**config.mk**
```make
export PLATFORM = sky130hd
export DESIGN_NAME = fp_exact_remainder
export DESIGN_NICKNAME = d
export VERILOG_FILES = /design/src/fpr_pkg.sv /design/src/fpr_divstep.sv /design/src/fp_exact_remainder.sv
export SDC_FILE = /design/constraint.sdc
export NUM_CORES = 1
export LEC_CHECK = 0
export BUFFER_PORTS_ARGS = -buffer_cell sky130_fd_sc_hd__buf_2
export CAP_MARGIN = 0
export CORE_MARGIN = 5
export CORE_UTILIZATION = 35
export CTS_CLUSTER_SIZE = 25
export DETAILED_ROUTE_END_ITERATION = 12
export REMOVE_ABC_BUFFERS = 1
export SLEW_MARGIN = 20
export SYNTH_ARGS = -nofsm -noshare
export SYNTH_HDL_FRONTEND = slang
export SYNTH_SLANG_ARGS = --single-unit
```
**constraint.sdc**
```tcl
create_clock -name clk_i -period 11.1 [get_ports clk_i]
set_clock_uncertainty 0.15 [all_clocks]
set_input_delay 0.555 -clock clk_i [delete_from_list [all_inputs] [get_ports clk_i]]
set_output_delay 0.555 -clock clk_i [all_outputs]
set_load 0.02 [all_outputs]
```
**src/fpr_pkg.sv**
```systemverilog
// Package for the exact binary64 remainder block.
// Holds request/result payload types and binary64 constants; no dependencies.
package fpr_pkg;

  typedef struct packed {
    logic        action;
    logic [63:0] dividend_bits;
    logic [63:0] divisor_bits;
  } fpr_req_t;

  typedef struct packed {
    logic [63:0] result_bits;
    logic [3:0]  quotient_low;
    logic        invalid;
  } fpr_rsp_t;

  localparam logic [63:0] QnanBits = 64'h7ff8000000000000;
  localparam logic [63:0] SignBit  = 64'h8000000000000000;
  localparam logic [63:0] MagMask  = 64'h7fffffffffffffff;
  localparam logic [10:0] ExpAll   = 11'h7ff;
  localparam logic [51:0] MantMask = 52'hfffffffffffff;

endpackage

```
**src/fpr_divstep.sv**
```systemverilog
// One shift-subtract step of the restoring division, the shared unit.
// Depends on nothing but its ports.
module fpr_divstep (
  input  logic [54:0] rem_i,
  input  logic [54:0] div_i,
  input  logic        shift_i,
  output logic [54:0] rem_o,
  output logic        bit_o
);
  logic [54:0] diff;

  // Compare and subtract, then shift for the next quotient bit while shift_i is set.
  always_comb begin
    bit_o = (rem_i >= div_i);
    diff  = bit_o ? (rem_i - div_i) : rem_i;
    rem_o = shift_i ? {diff[53:0], 1'b0} : diff;
  end
endmodule

```
**src/fp_exact_remainder.sv**
```systemverilog
// Top level of the exact binary64 remainder (fmod / IEEE remainder).
// Depends on fpr_pkg and fpr_divstep.
//
//  Channel | Direction | Handshake                | Payload
//  req     | in        | req_valid_i/req_ready_o  | fpr_req_t
//  rsp     | out       | rsp_valid_o/rsp_ready_i  | fpr_rsp_t
//
// A finite request is normalized (StNorm), divided (StDiv), rounded (StRnd) and
// packed (StPack) before it is offered, unless StNorm finds the dividend below
// half the divisor. The shift-subtract loop takes one quotient bit per cycle from
// fpr_divstep; normalizing a subnormal operand or repacking a small remainder
// shifts one bit a cycle; a special request is offered in the next cycle.
// Reset clears the sequencer; no request is taken until the result is taken.
module fp_exact_remainder
  import fpr_pkg::*;
(
  input  logic     clk_i,
  input  logic     rst_ni,
  input  logic     req_valid_i,
  output logic     req_ready_o,
  input  fpr_req_t req_i,
  output logic     rsp_valid_o,
  input  logic     rsp_ready_i,
  output fpr_rsp_t rsp_o
);
  localparam logic [2:0] StIdle = 3'd0;
  localparam logic [2:0] StNorm = 3'd1;
  localparam logic [2:0] StDiv  = 3'd2;
  localparam logic [2:0] StRnd  = 3'd3;
  localparam logic [2:0] StPack = 3'd4;
  localparam logic [2:0] StOut  = 3'd5;

  logic [2:0]  state_q, state_d;
  logic        near_q;
  logic [63:0] xb_q, yb_q;
  logic [54:0] mx_q, my_q;
  logic [12:0] ex_q, ey_q;
  logic [12:0] cnt_q;
  logic [2:0]  q_q;
  logic [63:0] rsign_q;
  fpr_rsp_t    rsp_q;

  logic [54:0] st_rem;
  logic        st_bit;

  fpr_divstep u_step (
    .rem_i(mx_q), .div_i(my_q), .shift_i(cnt_q != 13'd0),
    .rem_o(st_rem), .bit_o(st_bit)
  );

  // Operand classification.
  logic [10:0] xe, ye;
  logic xnan, ynan, xinf, yinf, yzero, xzero;
  always_comb begin
    xe    = req_i.dividend_bits[62:52];
    ye    = req_i.divisor_bits[62:52];
    xnan  = xe == ExpAll && req_i.dividend_bits[51:0] != 52'd0;
    ynan  = ye == ExpAll && req_i.divisor_bits[51:0] != 52'd0;
    xinf  = xe == ExpAll && req_i.dividend_bits[51:0] == 52'd0;
    yinf  = ye == ExpAll && req_i.divisor_bits[51:0] == 52'd0;
    yzero = (req_i.divisor_bits & MagMask) == 64'd0;
    xzero = (req_i.dividend_bits & MagMask) == 64'd0;
  end

  assign req_ready_o = (state_q == StIdle);
  assign rsp_valid_o = (state_q == StOut);
  assign rsp_o       = rsp_q;

  logic [54:0] twice;
  assign twice = {mx_q[53:0], 1'b0};

  // Sequencer state register.
  always_ff @(posedge clk_i or negedge rst_ni) begin
    if (!rst_ni) begin
      state_q <= StIdle;
    end else begin
      state_q <= state_d;
    end
  end

  always_comb begin
    state_d = state_q;
    unique case (state_q)
      StIdle: if (req_valid_i) state_d = (xnan || ynan || xinf || yzero || yinf || xzero)
                                         ? StOut : StNorm;
      StNorm: begin
        if (mx_q[52] && my_q[52]) begin
          if ($signed(ex_q) < $signed(ey_q) - 13'sd1) state_d = StOut;
          else state_d = StDiv;
        end
      end
      StDiv:  if (cnt_q == 13'd0) state_d = StRnd;
      StRnd:  state_d = StPack;
      StPack: begin
        if (mx_q == 55'd0 || ($signed(ey_q) >= 13'sd1 && (mx_q[52] || ey_q == 13'd1)))
          state_d = StOut;
      end
      StOut:  if (rsp_ready_i) state_d = StIdle;
      default: state_d = StIdle;
    endcase
  end

  // Datapath registers.
  always_ff @(posedge clk_i) begin
    unique case (state_q)
      StIdle: begin
        near_q <= req_i.action;
        xb_q   <= req_i.dividend_bits;
        yb_q   <= req_i.divisor_bits;
        q_q    <= 3'd0;
        rsign_q <= req_i.dividend_bits & SignBit;
        mx_q   <= {2'b0, xe != 11'd0, req_i.dividend_bits[51:0]};
        my_q   <= {2'b0, ye != 11'd0, req_i.divisor_bits[51:0]};
        ex_q   <= (xe == 11'd0) ? 13'd1 : {2'b0, xe};
        ey_q   <= (ye == 11'd0) ? 13'd1 : {2'b0, ye};
        rsp_q.quotient_low <= 4'd0;
        rsp_q.invalid      <= xnan || ynan || xinf || yzero;
        rsp_q.result_bits  <= (xnan || ynan || xinf || yzero) ? QnanBits
                                                              : req_i.dividend_bits;
      end
      StNorm: begin
        if (!mx_q[52]) begin
          mx_q <= {mx_q[53:0], 1'b0};
          ex_q <= ex_q - 13'd1;
        end
        if (!my_q[52]) begin
          my_q <= {my_q[53:0], 1'b0};
          ey_q <= ey_q - 13'd1;
        end
        if (mx_q[52] && my_q[52]) begin
          if (ex_q == ey_q - 13'd1) begin
            my_q <= {my_q[53:0], 1'b0};
            ey_q <= ex_q;
            cnt_q <= 13'd0;
          end else begin
            cnt_q <= ex_q - ey_q;
          end
        end
      end
      StDiv: begin
        mx_q  <= st_rem;
        q_q   <= {q_q[1:0], st_bit};
        cnt_q <= cnt_q - 13'd1;
      end
      StRnd: begin
        if (near_q && (twice > my_q || (twice == my_q && q_q[0]))) begin
          mx_q    <= my_q - mx_q;
          q_q     <= q_q + 3'd1;
          rsign_q <= rsign_q ^ SignBit;
        end
      end
      StPack: begin
        if (mx_q == 55'd0) begin
          rsp_q.result_bits <= xb_q & SignBit;
        end else if ($signed(ey_q) < 13'sd1) begin
          mx_q <= {1'b0, mx_q[54:1]};
          ey_q <= ey_q + 13'd1;
        end else if (!mx_q[52] && ey_q != 13'd1) begin
          mx_q <= {mx_q[53:0], 1'b0};
          ey_q <= ey_q - 13'd1;
        end else if (!mx_q[52]) begin
          rsp_q.result_bits <= rsign_q | {12'd0, mx_q[51:0]};
        end else begin
          rsp_q.result_bits <= rsign_q | {1'b0, ey_q[10:0], mx_q[51:0]};
        end
        if (near_q) begin
          rsp_q.quotient_low <= ((xb_q[63] ^ yb_q[63]) ? (4'd0 - {1'b0, q_q})
                                                       : {1'b0, q_q});
        end
      end
      default: ;
    endcase
  end

  // A result is offered only while no request is taken, holds while stalled, and an invalid result is a quiet NaN.
  a_ready_excl: assert property (@(posedge clk_i) disable iff (!rst_ni)
    !(req_ready_o && rsp_valid_o)) else $error("ready and valid together");
  a_rsp_hold: assert property (@(posedge clk_i) disable iff (!rst_ni)
    rsp_valid_o && !rsp_ready_i |=> rsp_valid_o && $stable(rsp_o))
    else $error("result changed while stalled");
  a_nan_q: assert property (@(posedge clk_i) disable iff (!rst_ni)
    rsp_valid_o && rsp_o.invalid |-> rsp_o.quotient_low == 4'd0 &&
    rsp_o.result_bits == QnanBits) else $error("bad invalid result");
endmodule
```
==> metrics.sh <==
SYNTHARSTFLOPSHARE=0.0132
SYNTH_TOP_CELL_BY_AREA='sky130_fd_sc_hd__edfxtp_1'
GRT-OVFL-TOTAL=0
POST-SYNTH-TOP-AREA-FRACTION=0.301
GP_ROUTABILITY_CONGESTION=1.00
CRITPATHARRIVALTIME_PS=5470
FINALWIRELENGTH_UM=95900
GLOBALROUTETOTALUTIL=0.260
POST_ROUTE_CELLS_DRIVE_ABOVE_1_SHARE=0.116
VDD_IR_DROP_MAX_uV=110
BUFFERS_INSERTED_DURING_POST_CTS_SETUP_OPTIMIZATION=0
CORE_AREA_MM2=0.0633
FINISH_STAGE_SETUP_VIOLS=0
PLACE_HPWL_UM=72500
WORSTSETUPENDPOINTTYPE='flop'
TIMING.HOLD.WORST.CLASS='input pin to flop'
LAYOUT.CELLS.MOST_COMMON='sky130_fd_sc_hd__nand2_1'
DIE_WIDTH_UM=263
CTS-RESIZED-GATES=0
VIASPERCELL=6.13
PORT_BUFFERS=203
TIMING.REG2REG.WORST_PATH_DEPTH=13
SETUP_REPAIR_AFTER_GLOBAL_ROUTING_MISSED_ITS_MARGIN='false'
NETLIST_INSTANCES=2789
COUNT_OF_ENDPOINTS_FAILING_HOLD_IN_THE_FINAL_TIMING_REPORT=0
POSTROUTEANTENNANETS=0
FINAL_CELL_MIX='sky130_fd_sc_hd__nand2_1, sky130_fd_sc_hd__a21oi_1, sky130_fd_sc_hd__nor2_1, sky130_fd_sc_hd__o21ai_0, sky130_fd_sc_hd__edfxtp_1'
MIN_PERIOD_OVER_PERIOD=0.477
SYNTH_EDF_COUNT=225
PWR_DENSITY_CELL_mW_PER_MM2=79.4
BOUNDARYPINS=204
HEIGHT_OF_THE_DIE_UM=263
WORSTSKEWPAIRLATENCY_PS=610
FINALCRITICALPERIOD_PS=5290
YOSYS.CELL_TYPES.COUNT=91
PLACED_CELLS=3707
FP.DIEAREA_MM2=0.0694
GRT_START_MAX_NET_PINS=107
DETAIL_ROUTE.DRC_VIOLATIONS=0
POST_LAYOUT_NONFILLER_INSTANCES=3761
WORST_HOLD_SLACK_PS=41.8
MAX_FREQ_MHz=189
TRITONCTS_CLOCK_TREE='yes'
RESULT_OF_THE_RUN='finished clean'
WORST_PIN_SLEW_PS=1060
VIA_COUNT_OF_THE_FIRST_GLOBAL_ROUTING_PASS=22085
SLEW_HEADROOM=0.285
YS.WARNINGS.COUNT=0
GRT_ANTENNA_BEFORE_REPAIR=1
INITIAL_UTILIZATION=0.355
GRT_PASS1_WL_UM=142000
DRT_ITER0_DRC=2766
POWER_LEAKAGE_nW=9.79
AVERAGE_WIRE_LENGTH_PER_CELL_AFTER_DETAIL_ROUTING_UM=25.5
DRTPASS1ITERATIONS=7
CTS_MAX_PATH_BUFFERS=3
DIODES=0
CLK_PIN_SLEW_PS=60
FINAL_NETS=3227
CP_DATA_REQUIRED_TIME_PS=11270
CLOCK_SINKS=228
TIMING.HOLD.WORST_PATH_DEPTH=1
SYNTH_SEQ_AREA_SHARE=0.304
UTILIZATION=0.396
MAXCAPVIOLCOUNT=0
CP_MAX_FO=106
SYN-MEAN-INSTANCE-AREA_UM2=8.06
ROUTE.VIAS.TOTAL=23054
YS.FLOP_TYPE='sky130_fd_sc_hd__edfxtp_1'
WORST_SETUP_PATH_START_KIND='flop'
POST_DP_CELL_AREA_MM2=0.0241
FINAL-MAX-SLEW-VIOLATION-COUNT=0
SETUP_TNS_AFTER_FINAL_LAYOUT_PS=0
CLK_ROOT_BUFFER_CELL='sky130_fd_sc_hd__clkbuf_16'
FILLERS=6669
TIMING_WORST_SETUP_PATH_TYPE='flop to flop'
FINAL_CELL_AREA_MM2=0.0251
REPORT.POWER.TOTAL_mW=1.99
DPL_WORST_SLACK_PS=5480
YS_SEQ_ELEMENTS=228
TOP_AREA_CELLS_IN_THE_SYNTHESIZED_NETLIST='sky130_fd_sc_hd__edfxtp_1, sky130_fd_sc_hd__ha_1, sky130_fd_sc_hd__a21oi_1'
SETUP_SLACK_PS=5810
NUM_ROWS=92
SYN-CELL-AREA_MM2=0.0225
SYN_TO_FINAL_GROWTH_PCT=11.6
TRITONCTS.NUM_BUFFERS=30
HTREE_NUM_LEVELS=1
[final cells by class]
cell class / count / area [µm²] / area share
Clock inverter: 19 / 193 / 0.00769
Multi-Input combinational cell: 2229 / 14300 / 0.570
Tap cell: 846 / 1060 / 0.0422
Clock buffer: 33 / 762 / 0.0304
Timing Repair Buffer: 242 / 1320 / 0.0526
Sequential cell: 228 / 6830 / 0.273
Inverter: 164 / 616 / 0.0246
[final timing paths]
| path | start | to | slack [ps] |
|---|---|---|---|
| worst max register to register | ey_q[2] | my_q[2] | 5810 |
| worst min-delay path | req_i[127] | xb_q[63] | 40 |
| min in group asynchronous | rst_ni | state_q[1] | 170 |
| max in group asynchronous | rst_ni | state_q[2] | 10490 |
| worst min register to register | rsign_q[63] | rsign_q[63] | 460 |
| worst max-delay path | ey_q[2] | my_q[2] | 5810 |
[sequential cells by signal, summed over array words and instances, names as in the netlist]
register  cells
cnt_q        13
my_q         55
rsp_o        69
yb_q          1
mx_q         55
q_q           3
near_q        1
xb_q          1
ey_q         13
ex_q         13
state_q       3
rsign_q       1
[timing repair]
item / in CTS / in global routing
endpoints found under the setup margin: 0 / 0
hold buffers: 2 / 0
endpoints found under the hold margin: 4 / 0
[logic make-up (layout without fill, tap and decap cells)]
logic type,Yosys count,after routing,share of synthesized area
adder cells (fa/ha/maj),199,199,0.112
multiplexers,15,15,0.00679
XOR/XNOR,146,146,0.0572
buffers and inverters,332,458,0.0640
flip-flops,228,228,0.304
AO/OA/AOI/OAI,975,975,0.275
AND/OR/NAND/NOR,894,894,0.181
[where the power goes]
part           internal, mW  switching, mW
Clock                 0.561          0.422
Sequential            0.935              0
Combinational        0.0249         0.0460
Total                  1.52          0.468
[layer usage]
| metal | GRT usage | wire (µm) |
|---|---|---|
| met5 | 0 | 0 |
| met4 | 0.0942 | 4150 |
| met3 | 0.0439 | 9200 |
| met2 | 0.417 | 42800 |
| met1 | 0.355 | 39800 |
[synthesized netlist by cell type (50+ instances only)]
| library cell | instances |
|---|---|
| sky130_fd_sc_hd__xnor2_1 | 95 |
| sky130_fd_sc_hd__nand4_1 | 59 |
| sky130_fd_sc_hd__edfxtp_1 | 225 |
| sky130_fd_sc_hd__nor4_1 | 59 |
| sky130_fd_sc_hd__a21oi_1 | 287 |
| sky130_fd_sc_hd__xor2_1 | 50 |
| sky130_fd_sc_hd__ha_1 | 196 |
| sky130_fd_sc_hd__inv_1 | 162 |
| sky130_fd_sc_hd__o21ai_0 | 247 |
| sky130_fd_sc_hd__nor2_1 | 264 |
| sky130_fd_sc_hd__clkbuf_1 | 109 |
| sky130_fd_sc_hd__o22ai_1 | 76 |
| sky130_fd_sc_hd__a221oi_1 | 55 |
| sky130_fd_sc_hd__nor3_1 | 58 |
| sky130_fd_sc_hd__nand2_1 | 320 |
[worst max-delay path, stage by stage, from the launching register on]
cell                       delay, ps
sky130_fd_sc_hd__edfxtp_1        550
sky130_fd_sc_hd__nor3_1          430
sky130_fd_sc_hd__nand4_1         300
sky130_fd_sc_hd__or3_1           430
sky130_fd_sc_hd__or3_1           390
sky130_fd_sc_hd__xnor2_1         160
sky130_fd_sc_hd__ha_1            300
sky130_fd_sc_hd__nand3_1          80
sky130_fd_sc_hd__nor4_2          560
sky130_fd_sc_hd__and2_1          770
sky130_fd_sc_hd__nor2_4           20
sky130_fd_sc_hd__buf_6           240
sky130_fd_sc_hd__a21oi_1         300
sky130_fd_sc_hd__o21ai_0         100
Note: power is estimated with default switching activity, not from simulation.
